--- config.mk ---
export PLATFORM = sky130hd
export DESIGN_NAME = etfp_ctrl
export DESIGN_NICKNAME = d
export VERILOG_FILES = /design/src/sv/etfp_pkg.sv /design/src/sv/etfp_ctrl.sv
export SDC_FILE = /design/constraint.sdc
export NUM_CORES = 1
export LEC_CHECK = 0
export BUFFER_PORTS_ARGS = -buffer_cell sky130_fd_sc_hd__buf_2
export CAP_MARGIN = 25
export CORE_AREA = 2 2 39 41
export CTS_BUF_LIST = sky130_fd_sc_hd__clkbuf_8
export DETAILED_ROUTE_END_ITERATION = 6
export DIE_AREA = 0 0 41 43
export PLACE_DENSITY = 0.45
export SETUP_SLACK_MARGIN = 0.4
export SLEW_MARGIN = 20
export SYNTH_ARGS = -nofsm -noshare
export SYNTH_HDL_FRONTEND = slang
export SYNTH_SLANG_ARGS = --single-unit
--- constraint.sdc ---
create_clock -name i_clk -period 0.8 [get_ports i_clk]
set_input_delay 0.08 -clock i_clk [delete_from_list [all_inputs] [get_ports i_clk]]
set_output_delay 0.08 -clock i_clk [all_outputs]
set_load 0.005 [all_outputs]
--- src/sv/etfp_pkg.sv ---
// ----------------------------------------------------------------------------
// etfp_pkg
// Shared types, constants and fixed-point helpers for the escape-time block.
// ----------------------------------------------------------------------------
package etfp_pkg;

    // number format: signed, COORD_W bits, FRAC_BITS of them fraction
    localparam int COORD_W   = 32;
    localparam int FRAC_BITS = 28;
    localparam int COUNT_W   = 16;
    localparam int PROD_W    = 2 * COORD_W;
    localparam int SUM_W     = (COORD_W + 1 > FRAC_BITS + 3) ? COORD_W + 1 : FRAC_BITS + 3;
    localparam int CFG_IDX_W = 2;
    localparam int CFG_DATA_W = COORD_W;

    localparam logic signed [COORD_W-1:0] VMAX = {1'b0, {(COORD_W-1){1'b1}}};
    localparam logic signed [COORD_W-1:0] VMIN = {1'b1, {(COORD_W-1){1'b0}}};
    // escape threshold, |z|^2 >= 4
    localparam logic [SUM_W-1:0] FOUR = SUM_W'(4) << FRAC_BITS;

    // register indexes
    typedef enum logic [CFG_IDX_W-1:0] {
        CFG_JULIA_MODE   = 2'd0,
        CFG_MAX_ITER     = 2'd1,
        CFG_JULIA_C_REAL = 2'd2,
        CFG_JULIA_C_IMAG = 2'd3
    } t_cfg_idx;

    typedef struct packed {
        logic signed [COORD_W-1:0] point_re;
        logic signed [COORD_W-1:0] point_im;
    } t_point;

    typedef struct packed {
        logic               bounded;
        logic [COUNT_W-1:0] iterations_done;
    } t_result;

    typedef enum logic [1:0] {
        ST_IDLE,
        ST_MUL,
        ST_EVAL
    } t_state;

    // controller to datapath
    typedef struct packed {
        logic load;
        logic mul;
        logic step;
        logic capture;
    } t_dp_cmd;

    // datapath to controller
    typedef struct packed {
        logic finish;
    } t_dp_sts;

    // shift a magnitude product down to the format, restore sign, saturate
    function automatic logic signed [COORD_W-1:0] fx_sat_prod(
        input logic [PROD_W-1:0] prod,
        input logic              neg
    );
        logic [PROD_W-1:0] q;
        q = prod >> FRAC_BITS;
        if (!neg) begin
            if (q > PROD_W'($unsigned(VMAX))) return VMAX;
            return $signed(q[COORD_W-1:0]);
        end
        if (q > PROD_W'($unsigned(VMAX)) + PROD_W'(1)) return VMIN;
        return -$signed(q[COORD_W-1:0]);
    endfunction

    // saturating signed add
    function automatic logic signed [COORD_W-1:0] sat_add(
        input logic signed [COORD_W-1:0] a,
        input logic signed [COORD_W-1:0] b
    );
        logic signed [COORD_W:0] s;
        s = {a[COORD_W-1], a} + {b[COORD_W-1], b};
        if (s[COORD_W] != s[COORD_W-1]) return s[COORD_W] ? VMIN : VMAX;
        return s[COORD_W-1:0];
    endfunction

endpackage

--- src/sv/etfp_ctrl.sv ---
// ----------------------------------------------------------------------------
// etfp_ctrl
// Sequencer for the load / multiply / evaluate loop and output word valid.
// ----------------------------------------------------------------------------
module etfp_ctrl (
    input  logic               i_clk,
    input  logic               i_rst_n,
    input  logic               i_in_valid,
    output logic               o_in_ready,
    output logic               o_out_valid,
    input  logic               i_out_ready,
    input  etfp_pkg::t_dp_sts  i_sts,
    output etfp_pkg::t_dp_cmd  o_cmd
);

    etfp_pkg::t_state r_state, n_state;
    logic             r_out_valid, n_out_valid;

    // state and output valid registers
    always_ff @(posedge i_clk) begin
        if (!i_rst_n) begin
            r_state     <= etfp_pkg::ST_IDLE;
            r_out_valid <= 1'b0;
        end else begin
            r_state     <= n_state;
            r_out_valid <= n_out_valid;
        end
    end

    // next state and commands
    always_comb begin
        n_state     = r_state;
        n_out_valid = r_out_valid && !i_out_ready;
        o_cmd       = '0;
        o_in_ready  = 1'b0;
        unique case (r_state)
            etfp_pkg::ST_IDLE: begin
                o_in_ready = 1'b1;
                if (i_in_valid) begin
                    o_cmd.load = 1'b1;
                    n_state    = etfp_pkg::ST_MUL;
                end
            end
            etfp_pkg::ST_MUL: begin
                o_cmd.mul = 1'b1;
                n_state   = etfp_pkg::ST_EVAL;
            end
            etfp_pkg::ST_EVAL: begin
                if (i_sts.finish) begin
                    // wait here while the previous word is still unread
                    if (!r_out_valid || i_out_ready) begin
                        o_cmd.capture = 1'b1;
                        n_out_valid   = 1'b1;
                        n_state       = etfp_pkg::ST_IDLE;
                    end
                end else begin
                    o_cmd.step = 1'b1;
                    n_state    = etfp_pkg::ST_MUL;
                end
            end
            default: n_state = etfp_pkg::ST_IDLE;
        endcase
    end

    assign o_out_valid = r_out_valid;

endmodule

; Yosys cells after proc, flatten, opt, wreduce, memory -nomap -nowiden
; Cells that the tools add are included.
[classes]
reduce_logical = 6
eq_ne = 4
n_mux = 15
[op_table]
columns = op, n
row1 = 2-to-1 mux 1 bit, 10
row2 = 2-to-1 mux 2 bit, 4
row3 = case mux 2 bit (3 select lines), 1
row4 = "!= test 3 bit, second input constant", 1
row5 = "== test 2 x 1 -> 1 bit, second input constant", 1
row6 = "== test 2 bit, second input constant", 1
row7 = zero test 1 bit, 2
row8 = zero test 2 bit, 1
row9 = "!= test 2 bit, second input constant", 1
row10 = AND reduction 2 bit, 1
row11 = logical AND 1 bit, 1
row12 = logical OR 1 bit, 1
[word_totals]
output_inout_bits = 6
register_bits = 3

; Depth between registers and ports, before layout
; Gate-level depths: netlist (run 1).
[depth]
depth_word = 5
depth_mapped = 2
mapped_depth_nobuf = 2

; Worst setup path before layout (run 1)
; Ideal clock, no wire load.
[synth_path]
path_type = flip-flop to output port
start = reg r_state[0]
end = out o_cmd[0] (netlist bit)
n_path_buf = 0
arrival_time_ns = 0.688
t_required_ns = 0.720
path_stages_with_launch = 3
setup_slack_ns = 0.032
cell_sequence = dfxtp_1 nand3b_2 nor2b_1
[synth_rtl]
columns = item, line_no
row1 = "start, declared", etfp_ctrl.sv:16  ; etfp_pkg::t_state r_state, n_state;
row2 = "start signal, assigned", etfp_ctrl.sv:22  ; r_state <= etfp_pkg::ST_IDLE;
row3 = "start signal, assigned", etfp_ctrl.sv:25  ; r_state <= n_state;
row4 = "end, declared", etfp_ctrl.sv:13  ; output etfp_pkg::t_dp_cmd o_cmd

==> results of run 1 <==
[power groups by stage]
stage                     logic (mW)  registers (mW)  clock network [mW]
after floorplan               0.0514           0.169                   0
after global placement        0.0767           0.169                   0
after detailed placement      0.0790           0.171                   0
after CTS                     0.0869           0.168               0.449
after global routing          0.0954           0.170               0.460
final                         0.0855           0.168               0.433
[what timing repair did]
action | 4_1_cts | 5_1_grt
endpoints found under the setup margin | 9 | 9
gates resized for setup | 2 | 0
hold endpoints to repair | 0 | 0
buffers inserted | 2 | 0
[worst register-to-register path: cells and delay by family, from the launching register on]
kind            cells  cell delay [ns]
compound gates      1             0.10
buf+inv             1             0.12
flops               1             0.35
simple gates        1             0.13
[placed cells by master (no fill, tap or decap)]
master,synthesis,routed
nand3b_4,0,1
and2_1,1,1
nand3b_1,1,1
o2bb2ai_2,1,1
buf_4,1,2
nor2_2,0,1
nand2b_4,0,1
a21boi_2,1,1
dfxtp_4,0,2
nor2b_1,1,1
inv_1,0,1
nor3b_2,0,1
clkbuf_8,0,3
nor2b_4,0,1
a21oi_2,0,1
buf_2,0,10
nand2b_1,4,3
dfxtp_2,0,1
[through the flow]
stage	worst slack, ns	utilization (%)	hold WS, ns	setup TNS [ns]	total power, mW
5_1_grt	-0.246	24.5	0.129	-1.07	0.725
3_5_place_dp	-0.0254	19.6	0.348	-0.0254	0.250
2_1_floorplan	0.108	-	0.187	0	0.220
3_3_place_gp	0.00951	19.6	0.330	0	0.246
6_report	-0.214	24.5	0.120	-0.776	0.686
4_1_cts	-0.222	24.5	0.120	-0.853	0.704
[cell type report]
cell class | count | share of cell area [%]
multi-input cells | 14 | 41.3
well taps | 16 | 5.90
clock inverters | 1 | 1.11
clock buffers | 3 | 12.2
repair buffers | 12 | 19.2
flip-flops and latches | 3 | 20.3
[registers in the layout (all words and copies together), names as in the netlist]
| signal | flops |
|---|---|
| r_state | 2 |
| o_out_valid | 1 |
[per-layer routing]
metal  global-route usage [%]  vias up  share of wire, %
met5                        0        -                 0
met4                     10.0        0               6.0
met3                     4.71        4                15
met2                     9.38       13                38
met1                     7.05       77                40
li1                         -       91                 -
[cell families (layout without fill, tap and decap cells)]
logic type / Yosys count / after routing / share of synthesized area, %
buf+inv: 1 / 16 / 4.29
flops: 3 / 3 / 34.3
compound gates: 3 / 3 / 17.9
simple gates: 11 / 11 / 43.6
[final timing paths]
kind,from,to,slack (ns),depth (start not counted)
max,r_state[0],o_cmd[0],-0.21,3
min,i_in_valid,r_state[0],0.12,3
max reg2reg,r_state[0],r_state[1],-0.02,3
min reg2reg,o_out_valid,o_out_valid,0.51,2
==> results.toml, run 1 <==
[yosys]
synth_async_sr_flop_share_pct = 0
synth_edf_count = 0
yosysTopAreaCell = "dfxtp_1"
synth.most_common_cell = "nand2b_1"
synth_top_area_share_pct = 34.3
synth_area_um2 = 175
yosysSeqAreaShare_pct = 34.3
yosys_warnings = 0
syn-num-nets = 23
synthTopCellsByCount = "nand2b_1 (4), dfxtp_1 (3)"
synthFlopType = "dfxtp_1"
synth-seq-cells = 3
syn-instance-count = 18
synth.area.top_cells = "dfxtp_1 (34%), nand2b_1 (14%), o2bb2ai_2 (8.6%)"
synthDistinctLibCells = 13
avgSynthCellArea_um2 = 9.73

[outcome]
violations = "negative setup slack"
outcome = "finished, violations left"

[die]
die_h_um = 43
dieArea_um2 = 1760
initial_utilization_pct = 12.7
fp.dieW_um = 41
fp.coreArea_um2 = 1380
rows = 14
io_pins = 11

[power]
pwr_density_cell_nw_per_um2 = 2020
power.share.combinational_pct = 12.5
p_int_uw = 536
switchingPower_uw = 149
ir_drop_uv = 534
clock_power_share_pct = 63.1
p_sw_share_pct = 21.8
p_seq_share_pct = 24.4
p_leak_nw = 0.161

[route]
dr_total_vias = 185
dr.pass1.iters = 2
vias_per_cell = 3.78
drt_drc_violations_left = 0
postRouteAntennaNets = 0
finalWirelength_um = 484
first_iter_violations = 1
wl_per_cell_um = 9.88

[timing]
setup-violations-final = 7
max-slew-margin-rel_pct = 92.0
fmax_mhz = 986
maxSlewViolCount = 0
fin_skew_ns = 0.00266
hold_violations = 0
fin_crit_sh_pct = 127
fin_crit_ns = 1.01
rsz0062_at_grt = "yes"
worstMarginPinSlew_ns = 0.120
timing.final.ws_setup_ns = -0.214

[clocking]
cts_tree = "done"
numCtsBuffers = 3
cts_buffer_depth = 2
clk_pin_slew_worst_paths_ns = 0.03
clock-root-buffer = "clkbuf_8"
cts_sinks = 3
cts.hold.buffers_added = 0
worst_skew_pair.late_latency_ns = 0.22
htreeDepth = 1

[worst_setup_path]
crit_family = "flip-flops"
end_kind = "primary output"
slowest_delay_ns = 0.35
worstPathRequired_ns = 0.72
path_buf_inv = 1
cp_max_fo = 5
crit_type = "flop to primary output"
cp.arrival_ns = 0.93
cp_cell_sequence = "nand3b_4 > nor2b_1 > buf_2"
setup.worst_path.start_class = "flop"
critPathSlowestCell = "dfxtp_4"

[grt]
grt_antenna_before_repair = 0
gr-total-overflow = 0
grt_pass1_vias = 187
grt_max_degree = 7
grt.total_usage_pct = 7.62
grt_pass1_wl_um = 765

[final_layout]
multiInputGateArea_um2 = 140
stdcell_count = 49
area_growth_pct = 93.6
fillCellCount = 158
fin_area_um2 = 339
seq_area_um2 = 68.8
drive_gt1_share_pct = 78.8
diodes = 0
nNetsFinal = 39

[placed_design]
dp_cells = 43
dpl_cell_area_um2 = 272
port_buffers = 10
dp_hpwl_um = 349
gp_congestion = 0.557

[run]
max_cap_violations = 0

[min_path]
hold_class = "input port to flop"
Power figures use the tool's default switching activity.
==> run 2, diff against run 1 <==
--- a/config.mk
+++ b/config.mk
@@ -5,13 +5,14 @@
 export SDC_FILE = /design/constraint.sdc
 export NUM_CORES = 1
 export LEC_CHECK = 0
+export ABC_AREA = 1
 export BUFFER_PORTS_ARGS = -buffer_cell sky130_fd_sc_hd__buf_2
-export CAP_MARGIN = 25
+export CAP_MARGIN = 40
 export CORE_AREA = 2 2 39 41
 export CTS_BUF_LIST = sky130_fd_sc_hd__clkbuf_8
 export DETAILED_ROUTE_END_ITERATION = 6
 export DIE_AREA = 0 0 41 43
-export PLACE_DENSITY = 0.45
+export PLACE_DENSITY = 0.43
 export SETUP_SLACK_MARGIN = 0.4
 export SLEW_MARGIN = 20
 export SYNTH_ARGS = -nofsm -noshare
==> run 2 against run 1 <==
Effect of this change:
- the flow still finishes with violations (negative setup slack)
- clock skew decreased by 0.0015 ns
- via count increased by 3.2%
- combinational power decreased by 13%
- sequential power increased by 2%
- register-to-register slack got worse by 0.11 ns
- global-route usage increased by 0.39 points
- count of clock-buffer cells in the layout unchanged
- power decreased by 1.1%
- largest cell class unchanged
==> results.toml, run 2 <==
[outcome]
outcome = "finished, violations left"
violations = "negative setup slack"

[clocking]
clk_pin_slew_worst_paths_ns = 0.03
cts_tree = "done"
cts_sinks = 3
clock-root-buffer = "clkbuf_8"
htreeDepth = 1
cts_buffer_depth = 2
cts.hold.buffers_added = 0
numCtsBuffers = 3
worst_skew_pair.late_latency_ns = 0.22

[final_layout]
top_register = "r_state"
drive_gt1_share_pct = 68.4
diodes = 0
fin_area_um2 = 314
final_cell_mix = "buf_2 (10), inv_1 (5), nor2_1 (4)"
seq_area_um2 = 68.8
largest_reg_flops = 2
fillCellCount = 163
stdcell_count = 54
nNetsFinal = 44
area_growth_pct = 99.2
layout_commonest_cell = "buf_2"
multiInputGateArea_um2 = 104

[die]
initial_utilization_pct = 11.4
dieArea_um2 = 1760
die_h_um = 43
rows = 14
io_pins = 11
fp.coreArea_um2 = 1380
fp.dieW_um = 41

[grt]
gr-total-overflow = 0
grt_max_degree = 8
grt.total_usage_pct = 8.02
grt_pass1_wl_um = 793
grt_antenna_before_repair = 0
grt_pass1_vias = 188

[placed_design]
post-place-ws_ns = -0.0129
dp_cells = 49
dp_hpwl_um = 293
dpl_cell_area_um2 = 229
gp_congestion = 0.698
port_buffers = 10

[worst_setup_path]
slowest_delay_ns = 0.36
cp.arrival_ns = 0.94
cp_cell_sequence = "nand2_4 > nor3_4 > buf_2"
cp_max_fo = 4
path_buf_inv = 1
critPathSlowestCell = "dfxtp_4"
end_kind = "primary output"
worstPathRequired_ns = 0.72
setup.worst_path.start_class = "flop"
ff2ff_setup_slack_ns = -0.13
crit_family = "flip-flops"
crit_type = "flop to primary output"

[route]
dr_total_vias = 191
top_layer = "met4"
vias_per_cell = 3.54
postRouteAntennaNets = 0
drt_drc_violations_left = 0
first_iter_violations = 0
wl_per_cell_um = 8.85
wl_met2_um = 187
m1WireLength_um = 200
finalWirelength_um = 478
dr.pass1.iters = 1
met3WireLength_um = 78

[timing]
fin_crit_ns = 1.02
fin_crit_sh_pct = 127
max-slew-margin-rel_pct = 86.8
fmax_mhz = 983
hold_violations = 0
fin_skew_ns = 0.00121
maxSlewViolCount = 0
timing.final.ws_setup_ns = -0.218
setup-violations-final = 7
rsz0062_at_grt = "yes"
worstMarginPinSlew_ns = 0.197

[power]
finalPower_uw = 678
ir_drop_uv = 778
p_leak_nw = 0.156
pwr_density_cell_nw_per_um2 = 2160

[yosys]
synth_compound_area_share_pct = 8.73
muxShareOfSynthArea_pct = 0
synthFlopType = "dfxtp_1"
synth_edf_count = 0
synth_top_area_share_pct = 38.1
synth_fa_ha_area_share_pct = 0
synth_top_family_by_area = "simple AND/OR/NAND/NOR gates"
yosysTopAreaCell = "dfxtp_1"
synth_async_sr_flop_share_pct = 0
synthDistinctLibCells = 10
synth_xor_area_share_pct = 0
yosysSeqAreaShare_pct = 38.1
yosys_warnings = 0
synth.area.top_cells = "dfxtp_1 (38%), inv_1 (12%), nor2_1 (12%)"
synth_area_um2 = 158
avgSynthCellArea_um2 = 6.57
syn-instance-count = 24
synthSimpleGateAreaFrac_pct = 36.5
syn-num-nets = 29
synth-seq-cells = 3
synthTopCellsByCount = "inv_1 (5), nor2_1 (5), dfxtp_1 (3), nand2_1 (3), nor3_1 (3)"

[run]
max_cap_violations = 0

[min_path]
hold_class = "input port to flop"
run 2: cell count changes after synthesis, moves of 3 or more:
cell and change:
inv_1 +5, nor3_1 +3, nand2b_1 -4, nand2_1 +3, nor2_1 +4
run 2: kinds of logic (layout without fill, tap and decap cells):
logic type	Yosys count	after routing
AOI/OAI and AO/OA	2	2
buffers and inverters	6	20
DFF	3	3
and+or+nand+nor	13	13
run 2: final cells by class:
cell class              instances  share of cell area, %
well taps                      16                   6.37
repair buffers                 11                   18.3
inverters                       5                   5.98
flip-flops and latches          3                   21.9
clock buffers                   3                   13.1
multi-input cells              15                   33.1
clock inverters                 1                   1.20
run 2: what timing repair did:
action | CTS | global route
setup buffers | 1 | 0
resized for setup | 3 | 6
pin swaps | 1 | 4
setup endpoints to repair | 9 | 9
run 2: path summary, 6_finish.rpt:
path,from,endpoint,cells past startpoint
max,r_state[1],o_cmd[0],3
min,i_rst_n,r_state[1],3
max reg2reg,r_state[1],r_state[1],5
min reg2reg,r_state[1],r_state[0],2
run 2: report_power, final:
part / internal, mW / total, mW / switching, mW
registers: 0.157 / 0.172 / 0.0157
logic: 0.0369 / 0.0740 / 0.0371
clock network: 0.327 / 0.432 / 0.105
run 2: worst reg2reg max path: cells and delay by family, from the launching register on:
| kind | cells | cell delay [ns] |
|---|---|---|
| AND/OR/NAND/NOR | 3 | 0.24 |
| flip-flops | 1 | 0.36 |
| buffers and inverters | 1 | 0.14 |
| AO/OA/AOI/OAI | 1 | 0.12 |
run 2: through the flow:
stage | setup TNS, ns | util [%] | hold slack, ns
global placement | -0.0339 | 16.5 | 0.350
global route | -1.37 | 22.7 | 0.148
finish | -0.987 | 22.7 | 0.128
floorplan | 0 | - | 0.194
CTS | -0.959 | 21.2 | 0.120
detailed placement | -0.0129 | 16.5 | 0.340
run 2: layer usage:
metal | global-route usage [%] | vias to the layer above
li1 | - | 100
met1 | 9.27 | 78
met2 | 7.50 | 11
met3 | 7.85 | 2
met4 | 8.00 | 0
met5 | 0 | -
==> run 3, diff against run 2 <==
--- a/config.mk
+++ b/config.mk
@@ -7,11 +7,12 @@
 export LEC_CHECK = 0
 export ABC_AREA = 1
 export BUFFER_PORTS_ARGS = -buffer_cell sky130_fd_sc_hd__buf_2
-export CAP_MARGIN = 40
+export CAP_MARGIN = 30
 export CORE_AREA = 2 2 39 41
-export CTS_BUF_LIST = sky130_fd_sc_hd__clkbuf_8
+export CTS_BUF_LIST = sky130_fd_sc_hd__clkbuf_4
 export DETAILED_ROUTE_END_ITERATION = 6
 export DIE_AREA = 0 0 41 43
+export HOLD_SLACK_MARGIN = 0.12
 export PLACE_DENSITY = 0.43
 export SETUP_SLACK_MARGIN = 0.4
 export SLEW_MARGIN = 20
==> run 3 against run 2 <==
Effect of this change:
- the flow still finishes with violations (negative setup slack)
- sequential share of layout area rose by 1.8 points
- cell area fell by 7.6%
- final cell count did not move
- worst setup slack got worse by 0.023 ns
- core utilization fell by 1.7 points
==> results.toml, run 3 (synthesis gave the netlist of run 2 again) <==
[outcome]
outcome = "finished, violations left"
violations = "negative setup slack"

[final_layout]
top_register = "r_state"
layout_commonest_cell = "buf_2"
nNetsFinal = 44
stdcell_count = 54
diodes = 0
fillCellCount = 153
area_growth_pct = 84.1
final_cell_mix = "buf_2 (10), inv_1 (5), nor2_1 (4), clkbuf_4 (4), nand2_1 (3)"
drive_gt1_share_pct = 60.5
largest_reg_flops = 2

[grt]
grt_max_degree = 8
grt_pass1_vias = 167
grt_pass1_wl_um = 676
grt_antenna_before_repair = 0
gr-total-overflow = 0
grt.total_usage_pct = 6.11

[placed_design]
dp_hpwl_um = 293
dp_cells = 49
gp_congestion = 0.698
port_buffers = 10

[die]
fp.coreArea_um2 = 1380
fp.dieW_um = 41
rows = 14
die_h_um = 43
dieArea_um2 = 1760
initial_utilization_pct = 11.4
io_pins = 11

[timing]
fin_skew_ns = 0.000499
fin_crit_ns = 1.04
fin_setup_tns_ns = -1.05
setup-violations-final = 7
worstMarginPinSlew_ns = 0.201
max-slew-margin-rel_pct = 86.6
fin_crit_sh_pct = 130
timing.final.ws_setup_ns = -0.241
rsz0062_at_grt = "yes"
hold_violations = 0
fmax_mhz = 961
maxSlewViolCount = 0

[clocking]
htreeDepth = 1
cts_tree = "done"
numCtsBuffers = 3
clk_pin_slew_worst_paths_ns = 0.04
clock-root-buffer = "clkbuf_4"
worst_skew_pair.late_latency_ns = 0.24
cts_sinks = 3
cts_buffer_depth = 2

[min_path]
holdPathStages = 3
hold_start = "i_in_valid"
hold_path_end = "r_state[0]"
hold_class = "input port to flop"

[route]
dr_total_vias = 181
finalWirelength_um = 432
dr.pass1.iters = 1
wl_per_cell_um = 8.00
postRouteAntennaNets = 0
first_iter_violations = 0
drt_drc_violations_left = 0
vias_per_cell = 3.35

[power]
p_leak_nw = 0.148
pwr_density_cell_nw_per_um2 = 1870
ir_drop_uv = 841

[worst_setup_path]
r2r_end = "r_state[1]"
setup.worst_path.start_class = "flop"
worstPathRequired_ns = 0.72
crit_type = "flop to primary output"
end_kind = "primary output"
cp_max_fo = 4
cp.arrival_ns = 0.96
ff2ff_setup_slack_ns = -0.11
rr_worst_depth = 5
reg2reg_from = "r_state[1]"

[run]
max_cap_violations = 0
==> run 3: through the flow <==
step	util [%]	power, mW	setup slack (ns)	instance area (µm²)	hold slack (ns)
floorplan	-	0.204	0.0945	166	0.194
global placement	16.5	0.232	-0.0339	229	0.350
detailed placement	16.5	0.231	-0.0129	229	0.340
CTS	19.6	0.552	-0.224	272	0.0909
global route	21.0	0.582	-0.299	290	0.102
finish	21.0	0.543	-0.241	290	0.0952
==> run 3: area by class of cell <==
| class | count | area, µm² | share of cell area, % |
|---|---|---|---|
| Multi-Input combinational cell | 15 | 95.1 | 32.8 |
| Clock buffer | 4 | 30.0 | 10.3 |
| Inverter | 5 | 18.8 | 6.47 |
| Tap cell | 16 | 20.0 | 6.90 |
| Timing Repair Buffer | 11 | 57.6 | 19.8 |
| Sequential cell | 3 | 68.8 | 23.7 |
==> run 3: power by group <==
part           total, mW  internal, mW  leakage, nW  switching [mW]
clock              0.305         0.221       0.0184          0.0843
combinational     0.0663        0.0340        0.103          0.0323
sequential         0.171         0.156       0.0264          0.0145
total              0.543         0.411        0.148           0.131
==> run 3: critical path, cell delays in order, from the launching register on <==
cell and delay [ns]:
dfxtp_4 0.36, nand2_4 0.05, nor3_4 0.18, buf_2 0.13
==> run 3: worst max-delay path by stage <==
| stage | from | slack, ns | to | cells after the start |
|---|---|---|---|---|
| 3_3_place_gp | r_state[1] | -0.03 | o_cmd[0] | 3 |
| 6_report | r_state[1] | -0.24 | o_cmd[0] | 3 |
| 2_1_floorplan | r_state[1] | 0.09 | o_cmd[2] | 4 |
| 5_1_grt | r_state[1] | -0.30 | o_cmd[0] | 3 |
| 3_5_place_dp | r_state[1] | -0.01 | o_cmd[0] | 3 |
| 4_1_cts | r_state[1] | -0.22 | o_cmd[0] | 3 |
==> run 3: what timing repair did <==
action                                  CTS  global route
resized for setup                         1             4
cloned                                    0             0
endpoints found under the setup margin    9             9
pin swaps                                 1             3
setup buffers                             1             0
hold endpoints to repair                  3             1
==> run 3: metal layers <==
metal	wire length, µm	vias to the layer above	global-route usage [%]
li1	-	99	-
met1	184	70	8.31
met2	157	12	6.25
met3	90	0	7.85
met4	0	0	0
met5	0	-	0
